## src/hw/rtl/pttt_pkg.sv

```systemverilog
// Package for the periodic task timer table: widths, codes and the structs
// that travel between the top level and its channel cells.
// No dependencies.
`default_nettype none

package pttt_pkg;

  // Default number of channels in the table.
  localparam int NUM_CHANNELS_DEF = 8;

  // Field widths fixed by the interface.
  localparam int ChanW = 3;
  localparam int TimeW = 32;
  localparam int FuncW = 2;
  localparam int MaskW = 8;

  // Operation codes on func_i.
  localparam logic [FuncW-1:0] FuncTick   = 2'd0;
  localparam logic [FuncW-1:0] FuncSetEn  = 2'd1;
  localparam logic [FuncW-1:0] FuncSetPer = 2'd2;

  // Event kinds reported on event_kind_o.
  typedef enum logic [1:0] {
    KindFire     = 2'd0,
    KindFirst    = 2'd1,
    KindEnabled  = 2'd2,
    KindDisabled = 2'd3
  } event_kind_e;

  // Walk token and tick time handed from one cell to the next.
  typedef struct packed {
    logic             tok;
    logic [TimeW-1:0] now;
  } link_t;

  // Table write command addressed to one cell.
  typedef struct packed {
    logic             en_wr;
    logic             en_val;
    logic             per_wr;
    logic [TimeW-1:0] per_val;
  } cmd_t;

  // Event raised by a cell while it holds the walk token.
  typedef struct packed {
    logic             valid;
    event_kind_e      kind;
    logic [TimeW-1:0] elapsed;
  } ev_t;

endpackage

`default_nettype wire

```

## src/hw/rtl/pttt_cell.sv

```systemverilog
// One channel cell of the timer table: period, due time, enable and started
// state, plus the walk-token stage of the chain. Depends on pttt_pkg.
`default_nettype none

module pttt_cell
  import pttt_pkg::*;
(
  input  logic  clk_i,
  input  logic  rst_ni,
  input  logic  present_i,
  input  link_t link_i,
  output link_t link_o,
  input  cmd_t  cmd_i,
  output logic  enable_o,
  output ev_t   ev_o
);

  link_t            link_q;
  logic [TimeW-1:0] period_q, period_d;
  logic [TimeW-1:0] due_q, due_d;
  logic             enable_q, enable_d;
  logic             started_q, started_d;
  logic             eval;

  // Token stage: the walk visits this cell for one cycle.
  always_ff @(posedge clk_i or negedge rst_ni) begin
    if (!rst_ni) begin
      link_q <= '0;
    end else begin
      link_q <= link_i;
    end
  end

  assign link_o   = link_q;
  assign enable_o = enable_q;
  assign eval     = link_q.tok & present_i;

  // Channel evaluation and table writes.
  always_comb begin
    period_d    = period_q;
    due_d       = due_q;
    enable_d    = enable_q;
    started_d   = started_q;
    ev_o        = '0;
    ev_o.kind   = KindFire;
    if (cmd_i.en_wr) begin
      enable_d = cmd_i.en_val;
    end
    if (cmd_i.per_wr) begin
      period_d = cmd_i.per_val;
    end
    if (eval) begin
      if (!started_q) begin
        ev_o.valid = 1'b1;
        ev_o.kind  = KindFirst;
        started_d  = 1'b1;
        due_d      = link_q.now + period_q;
      end else if (period_q != '0) begin
        if ((link_q.now >= due_q) && enable_q) begin
          ev_o.valid   = 1'b1;
          ev_o.elapsed = link_q.now - due_q + period_q;
          due_d        = link_q.now + period_q;
        end
      end else begin
        ev_o.valid   = 1'b1;
        ev_o.elapsed = link_q.now - due_q;
        due_d        = link_q.now;
      end
    end
  end

  always_ff @(posedge clk_i or negedge rst_ni) begin
    if (!rst_ni) begin
      period_q  <= '0;
      due_q     <= '0;
      enable_q  <= 1'b1;
      started_q <= 1'b0;
    end else begin
      period_q  <= period_d;
      due_q     <= due_d;
      enable_q  <= enable_d;
      started_q <= started_d;
    end
  end

endmodule

`default_nettype wire

```

## src/hw/rtl/periodic_task_timer_table_core.sv

```systemverilog
// Periodic task timer table top level: command port, chain of channel cells,
// one-deep event hold and registered result ports. Depends on pttt_pkg, pttt_cell.
//
// A tick is walked one cell per cycle through min(NumChannels, 8) cells, then a
// flush cycle; busy is high while the token is in a cell and during the flush cycle,
// and no transaction is taken while busy is high.
// Each event is held until the next one is raised or the flush cycle comes and shows
// in the cycle after that; the last one shows in the cycle after the flush. Set-enable
// and set-period never raise busy, and an enable event shows the next cycle.
// The receiver cannot stall. Reset restores the table at once: no clearing pass.
`default_nettype none

module periodic_task_timer_table_core
  import pttt_pkg::*;
#(
  parameter int NumChannels = NUM_CHANNELS_DEF
) (
  input  logic             clk_i,
  input  logic             rst_ni,
  input  logic             start,
  output logic             busy,
  input  logic [FuncW-1:0] func_i,
  input  logic [ChanW-1:0] channel_sel_i,
  input  logic [TimeW-1:0] now_ms_i,
  input  logic             enable_value_i,
  input  logic [TimeW-1:0] period_value_i,
  input  logic             cfg_we_i,
  input  logic [MaskW-1:0] cfg_wdata_i,
  output logic             event_valid_o,
  output logic [ChanW-1:0] event_channel_o,
  output logic [1:0]       event_kind_o,
  output logic [TimeW-1:0] elapsed_ms_o,
  output logic             last_o
);

  localparam int CellCount = (NumChannels < 8) ? NumChannels : 8;

  logic [MaskW-1:0]     present_q;
  link_t                link [CellCount+1];
  cmd_t                 cmd  [CellCount];
  ev_t                  ev   [CellCount];
  logic [CellCount-1:0] en_vec;
  logic [CellCount-1:0] tok_vec;
  logic                 accept, sel_ok, old_en, set_en_ev;
  logic                 flush_q;
  ev_t                  ev_any;
  logic [ChanW-1:0]     ev_ch;
  logic                 pend_valid_q, pend_valid_d;
  ev_t                  pend_q;
  logic [ChanW-1:0]     pend_ch_q;
  logic                 out_load, out_valid_q;
  logic [ChanW-1:0]     out_ch_d, out_ch_q;
  event_kind_e          out_kind_d, out_kind_q;
  logic [TimeW-1:0]     out_el_d, out_el_q;
  logic                 out_last_d, out_last_q;

  // Configuration register.
  always_ff @(posedge clk_i or negedge rst_ni) begin
    if (!rst_ni) begin
      present_q <= '0;
    end else if (cfg_we_i) begin
      present_q <= cfg_wdata_i;
    end
  end

  assign accept   = start & ~busy;
  assign sel_ok   = 32'(channel_sel_i) < NumChannels;
  assign link[0]  = '{tok: accept && (func_i == FuncTick), now: now_ms_i};

  // Chain of channel cells.
  for (genvar i = 0; i < CellCount; i++) begin : g_cell
    assign cmd[i].en_wr   = accept && (func_i == FuncSetEn) && sel_ok
                            && (channel_sel_i == ChanW'(i));
    assign cmd[i].en_val  = enable_value_i;
    assign cmd[i].per_wr  = accept && (func_i == FuncSetPer) && sel_ok
                            && (channel_sel_i == ChanW'(i));
    assign cmd[i].per_val = period_value_i;
    assign tok_vec[i]     = link[i+1].tok;

    pttt_cell u_cell (
      .clk_i    (clk_i),
      .rst_ni   (rst_ni),
      .present_i(present_q[i]),
      .link_i   (link[i]),
      .link_o   (link[i+1]),
      .cmd_i    (cmd[i]),
      .enable_o (en_vec[i]),
      .ev_o     (ev[i])
    );
  end

  assign busy = (|tok_vec) | flush_q;

  // Old enable bit of the addressed channel and the enable change event.
  always_comb begin
    old_en = 1'b0;
    for (int i = 0; i < CellCount; i++) begin
      if (channel_sel_i == ChanW'(i)) begin
        old_en = en_vec[i];
      end
    end
  end

  assign set_en_ev = accept && (func_i == FuncSetEn) && sel_ok
                     && (old_en != enable_value_i);

  // Only the cell holding the token can raise an event.
  always_comb begin
    ev_any      = '0;
    ev_any.kind = KindFire;
    ev_ch       = '0;
    for (int i = 0; i < CellCount; i++) begin
      if (ev[i].valid) begin
        ev_any = ev[i];
        ev_ch  = ChanW'(i);
      end
    end
  end

  // Flush cycle follows the last cell of the walk.
  always_ff @(posedge clk_i or negedge rst_ni) begin
    if (!rst_ni) begin
      flush_q <= 1'b0;
    end else begin
      flush_q <= link[CellCount].tok;
    end
  end

  // Hold one event back so the final one of a walk can carry last.
  always_comb begin
    pend_valid_d = pend_valid_q;
    if (ev_any.valid) begin
      pend_valid_d = 1'b1;
    end else if (flush_q) begin
      pend_valid_d = 1'b0;
    end
  end

  always_ff @(posedge clk_i or negedge rst_ni) begin
    if (!rst_ni) begin
      pend_valid_q <= 1'b0;
    end else begin
      pend_valid_q <= pend_valid_d;
    end
  end

  always_ff @(posedge clk_i) begin
    if (ev_any.valid) begin
      pend_q    <= ev_any;
      pend_ch_q <= ev_ch;
    end
  end

  // Result register selection.
  always_comb begin
    out_load   = 1'b0;
    out_ch_d   = pend_ch_q;
    out_kind_d = pend_q.kind;
    out_el_d   = pend_q.elapsed;
    out_last_d = 1'b0;
    if (set_en_ev) begin
      out_load   = 1'b1;
      out_ch_d   = channel_sel_i;
      out_kind_d = enable_value_i ? KindEnabled : KindDisabled;
      out_el_d   = '0;
      out_last_d = 1'b1;
    end else if (ev_any.valid && pend_valid_q) begin
      out_load = 1'b1;
    end else if (flush_q && pend_valid_q) begin
      out_load   = 1'b1;
      out_last_d = 1'b1;
    end
  end

  always_ff @(posedge clk_i or negedge rst_ni) begin
    if (!rst_ni) begin
      out_valid_q <= 1'b0;
    end else begin
      out_valid_q <= out_load;
    end
  end

  always_ff @(posedge clk_i) begin
    if (out_load) begin
      out_ch_q   <= out_ch_d;
      out_kind_q <= out_kind_d;
      out_el_q   <= out_el_d;
      out_last_q <= out_last_d;
    end
  end

  assign event_valid_o   = out_valid_q;
  assign event_channel_o = out_ch_q;
  assign event_kind_o    = out_kind_q;
  assign elapsed_ms_o    = out_el_q;
  assign last_o          = out_last_q;

endmodule

`default_nettype wire

```

## config.mk

```make
export PLATFORM = sky130hd
export DESIGN_NAME = periodic_task_timer_table_core
export DESIGN_NICKNAME = d
export VERILOG_FILES = /design/src/hw/rtl/pttt_pkg.sv /design/src/hw/rtl/pttt_cell.sv /design/src/hw/rtl/periodic_task_timer_table_core.sv
export SDC_FILE = /design/constraint.sdc
export NUM_CORES = 2
export LEC_CHECK = 0
export BUFFER_PORTS_ARGS = -buffer_cell sky130_fd_sc_hd__buf_4
export CORE_ASPECT_RATIO = 1.2
export CORE_MARGIN = 4
export CORE_UTILIZATION = 35
export DETAILED_ROUTE_END_ITERATION = 8
export HOLD_SLACK_MARGIN = 0.06
export RECOVER_POWER = 50
export SYNTH_ARGS = -nofsm -noshare
export SYNTH_HDL_FRONTEND = slang
export SYNTH_SLANG_ARGS = --single-unit
```

## constraint.sdc

```tcl
create_clock -name clk_i -period 7.45 [get_ports clk_i]
set_input_delay 1.49 -clock clk_i [delete_from_list [all_inputs] [get_ports clk_i]]
set_output_delay 1.49 -clock clk_i [all_outputs]
set_load 0.05 [all_outputs]
```

-- Word-level counts from Yosys, hierarchy flattened
Index checks and enable logic that the tools add are counted.
- divide/modulo/power cells: 0
- multipliers: 0
- $lt $le $gt $ge: 8
- eq/ne operators: 18
- $add $sub $neg: 24
- mux-type cells: 119
- bitwise gates (word level): 11
- shift-type cells: 0
- reduce and logical (&&, ||, !) cells: 52
- operator list (cell ; number):
    $mux W32 ; 48
    $mux W35 ; 16
    $add A32 B32 Y32 ; 16
    $ge A32 B32 Y1 ; 8
    $reduce_bool A32 Y1 ; 8
    $sub A32 B32 Y32 ; 8
    $mux W1 ; 49
    $logic_and A1 B1 Y1 ; 30
    $ne A3 B3 Y1 const B ; 8
    $reduce_and A2 Y1 ; 8
    $eq A3 B3 Y1 const B ; 4
    $mux W2 ; 5
    $and A1 B1 Y1 ; 9
    $reduce_or A8 Y1 ; 1
    $eq A3 B2 Y1 const B ; 2
    $reduce_or A4 Y1 ; 1
    $eq A3 B1 Y1 const B ; 1
    $logic_not A3 Y1 ; 1
    $mux W3 ; 1
    $eq A2 B1 Y1 const B ; 1
    $eq A2 B2 Y1 const B ; 1
    $logic_not A2 Y1 ; 1
    $reduce_bool A2 Y1 ; 1
    $reduce_or A2 Y1 ; 1
    3 further kinds ; 3
- latch bits: 0
- word-level logic and storage cells: 293
- input port bits: 82
- RAM bits: 0
- bits in registers: 878
- output and inout bits: 40
- memories kept: 0
- memory bits (read-only): 0

-- Logic depth before layout (Yosys ltp)
- word-level depth: 17
- mapped depth: 29

-- Hierarchy
From an unflattened synthesis, not the netlist that was laid out.
- cell total of the unflattened synthesis: 8940
- area total of the unflattened synthesis: 76409.5 um^2
- by module, submodules not included (module ; seq. area each (um^2) ; area an instance (um^2) ; times used ; cells an instance):
    pttt_cell (g_cell[3].u_cell ...) ; 2478.6 ; 8800.9 ; 4 ; 1030
    pttt_cell (g_cell[0].u_cell ...) ; 2478.6 ; 8981.1 ; 2 ; 1066
    pttt_cell (g_cell[7].u_cell) ; 2478.6 ; 8877.3 ; 1 ; 1062
    pttt_cell (g_cell[2].u_cell) ; 2478.6 ; 8848.5 ; 1 ; 1038
    periodic_task_timer_table_core ; 2527.4 ; 5517.8 ; 1 ; 588

-- Worst setup path after synthesis
OpenSTA, ideal clock, no wires.
- path type: register to register
- start: register g_cell[3].u_cell.link_q (netlist bit g_cell[3].u_cell.link_o[0])
- end: register pend_q[29] (netlist name) (data pin)
- library setup time: 0.272 ns
- setup slack: 1.559 ns
- required time: 7.178 ns
- cell stages (with the launch flop): 27
- data arrival time: 5.619 ns
- clock period less this slack: 5.891 ns
- path buffers: 0
- cells stage by stage: dfrtp_1 -> inv_1 -> ha_1 -> inv_1 -> fa_1 -> a21o_1 -> a21oi_2 -> o221ai_2 -> a221oi_4 -> o21ai_0 -> a21o_1 -> a21oi_1 -> o21ai_0 -> xor2_1 -> ha_1 -> o21a_1 -> o211ai_1 -> nor2_1 -> a221o_2 -> o2111ai_2 -> a21boi_2 -> o41ai_4 -> xnor2_1 -> a22o_1 -> a2111o_1 -> o31a_1 -> or4_1
- RTL lines (item ; RTL line ; text):
    from (decl) ; pttt_cell.sv:18 ; link_t link_q;
    from (signal assigned) ; pttt_cell.sv:30 ; link_q <= link_i;
    to (signal assigned) ; periodic_task_timer_table_core.sv:149 ; pend_q <= ev_any;
    to (decl) ; periodic_task_timer_table_core.sv:49 ; ev_t pend_q;

==> impl_metrics.py <==
metrics = {
    "yosys": {
        "yosys_warnings": 0,
        "asyncSetResetFlopFracSynth_pct": 91.6,
        "synth_edf_count": 74,
        "synthCells": 8155,
        "syn_avg_cell_area_um2": 8.77,
        "synth_top_flop_cell": "dfrtp_1",
        "synth.distinct_cells": 112,
        "syn-num-nets": 9017,
        "yosysTopAreaCell": "dfrtp_1",
        "yosysSeqAreaShare_pct": 31.2,
        "ys_ff_latch": 877,
        "netlist_top_cells_count": "dfrtp_1 (795), a21oi_1 (788), ha_1 (756)",
        "synthTopCellsByArea": "dfrtp_1 (28%), ha_1 (13%), a21oi_1 (5.5%)",
        "synth_top_cell_area_share_pct": 27.8,
        "synth.most_common_cell": "dfrtp_1",
        "syn_area_um2": 71500,
    },
    "power": {
        "peakVddDrop_v": 0.000221,
        "total_power_mw": 34.4,
        "leakage_nw": 36.0,
        "p_per_area_nw_per_um2": 432,
    },
    "routing": {
        "drt_wl_total_um": 280000,
        "vias": 64362,
        "wire_per_inst_um": 25.4,
        "dr.pass1.iters": 6,
        "post_drt_via_cell_ratio": 5.84,
        "drc": 0,
        "antenna_left": 0,
        "drtIter0Drc": 5496,
    },
    "clock_network": {
        "insertion_delay_ns": 0.77,
        "postCtsSetupBuffers": 0,
        "cts.sinks": 877,
        "cts_tree": "yes",
        "clock_path_buffers": 3,
        "holdBufCountCts": 0,
        "cts.clk_slew.worst_paths_ns": 0.06,
        "cts_max_level": 3,
        "post_cts_resized": 0,
        "numCtsBuffers": 109,
        "cts_root_buffer": "clkbuf_16",
    },
    "global_routing": {
        "grt_pass1_vias": 63668,
        "antenna_found_initial": 38,
        "grt_max_degree": 146,
        "grt.overflow.total": 0,
        "grt_pass1_wl_um": 411000,
        "grtUsageTotal_pct": 25.8,
    },
    "placed_design": {
        "place_inst": 10793,
        "place.gp.congestion": 1.01,
        "hpwl_um": 223000,
        "place_area_um2": 75900,
        "numPortBuffers": 121,
    },
    "timing": {
        "fin_setup_tns_ns": 0,
        "maxSlewHeadroom_pct": -209,
        "maxSlewViolCount": 278,
        "tightest_slew_ns": 4.64,
        "rsz0062_at_grt": "no",
        "min_period_over_period_pct": 95.8,
        "max_freq_mhz": 140,
        "clock_skew_ns": 0.0446,
        "finalHoldViolations": 0,
        "min_period_ns": 7.14,
        "finalSetupViolCount": 0,
    },
    "flow_run": {
        "drv_cap": 3,
    },
    "floorplanning": {
        "initial_core_util_pct": 35.2,
        "rows": 181,
        "die_w_um": 421,
        "io_pins": 122,
        "fp.dieArea_um2": 212000,
        "coreArea_um2": 203000,
        "die_y_um": 503,
    },
    "final_layout": {
        "multi_input_area_um2": 46600,
        "stdcell_count": 11020,
        "fin_area_um2": 79700,
        "regArea_um2": 22300,
        "drive_above_1_share_pct": 9.63,
        "fin_nets": 9113,
        "nFillCells": 20363,
        "syn2layout_area_growth_pct": 11.4,
    },
    "critical_path": {
        "path_max_fanout": 4,
        "path_class": "reg -> reg",
        "cp-start-kind": "flip-flop",
        "slowest_stage": "a2111oi_1",
        "crit_path_max_incr_delay_ns": 0.75,
        "crit_arrival_ns": 7.55,
        "end_kind": "flip-flop",
        "required_ns": 7.86,
        "r2r_cells": 28,
    },
    "min_path": {
        "holdPathStages": 0,
        "hp-class": "reg -> reg",
    },
    "status": {
        "run_status": "complete, but fails checks",
        "violations": "max-capacitance violations, max-slew violations",
    },
}
==> cell type report <==
class | instances | share of cell area, %
multi-input combinational | 6550 | 58.5
sequential | 877 | 28.0
tap | 2653 | 4.17
clock buffer | 152 | 4.03
inverter | 485 | 2.29
timing repair buffer | 228 | 2.17
clock inverter | 49 | 0.751
antenna | 26 | 0.0817
==> where the power goes <==
group          total [mW]  internal [mW]  switching (mW)
combinational        21.8           8.99            12.8
sequential           6.87           5.93           0.932
clock                5.75           3.38            2.37
==> worst max-delay path: cells and delay by family, from the launching register on <==
family | cells | cell delay, ns
buffers and inverters | 4 | 0.45
xor gates and xnor gates | 2 | 0.25
adders and majority gates | 3 | 0.92
AOI/OAI and AO/OA | 10 | 2.75
and+or+nand+nor | 9 | 2.01
DFF | 1 | 0.43
==> state kept, by name, summed over array words and instances, names as in the netlist, 2 cells and up <==
name and flops:
event_channel_o 3, g_cell.u_cell.started_q 8, present_q 8, g_cell.u_cell.link_o 264, g_cell.u_cell.due_q 256, elapsed_ms_o 32, g_cell.u_cell.enable_o 8, pend_q 33
pend_ch_q 3, event_kind_o 2, g_cell.u_cell.period_q 256
==> worst paths after layout <==
path                                                   from                          end  slack (ns)
worst max-delay path             g_cell[5].u_cell.link_o[0]                   pend_q[30]        0.31
worst min-delay path            g_cell[5].u_cell.link_o[32]  g_cell[6].u_cell.link_o[32]        0.42
worst max register to register   g_cell[5].u_cell.link_o[0]                   pend_q[30]        0.31
worst min register to register  g_cell[5].u_cell.link_o[32]  g_cell[6].u_cell.link_o[32]        0.42
max in group asynchronous                            rst_ni   g_cell[5].u_cell.started_q        1.20
min in group asynchronous                            rst_ni   g_cell[2].u_cell.link_o[3]        2.43
==> routing by layer <==
metal	vias up	routed length, um	global-route usage, %
met5	-	27	0
met4	4	21200	16.7
met3	643	13400	2.70
met2	2010	138000	45.8
met1	31548	108000	29.4
li1	30157	-	-
==> through the flow <==
stage | util, % | hold slack, ns | setup WS, ns
after CTS | 39.3 | 0.427 | 0.211
final | 39.3 | 0.423 | 0.310
after detailed placement | 37.4 | 0.414 | 0.194
after global routing | 39.2 | 0.436 | 0.00970
after global placement | 37.4 | 0.405 | 0.120
after floorplan | - | 0.374 | 1.56
==> cell usage in the layout, fill, tap and decap left out, types with 104 or more instances in the layout <==
cell type	n
ha_1	756
nor3_1	171
dfrtp_1	795
nor2b_1	104
a211oi_1	140
inv_1	483
nand3_1	120
clkbuf_16	111
mux2_2	268
a22oi_1	117
a21oi_1	787
xnor2_1	401
nand2_1	601
nand2b_1	124
o21ai_0	552
xor2_1	227
a21o_1	353
nor2_1	472
buf_4	188
==> logic make-up (layout without fill, tap and decap cells) <==
family | after synthesis | in the layout | synth area share [%]
buffers and inverters | 728 | 914 | 3.84
DFF | 877 | 877 | 31.2
muxes | 291 | 291 | 4.54
AOI/OAI and AO/OA | 2738 | 2738 | 24.4
other | 0 | 26 | 0
adders and majority gates | 780 | 780 | 13.9
xor gates and xnor gates | 628 | 628 | 7.69
and+or+nand+nor | 2113 | 2113 | 14.4
(Power assumes the default switching activity.)
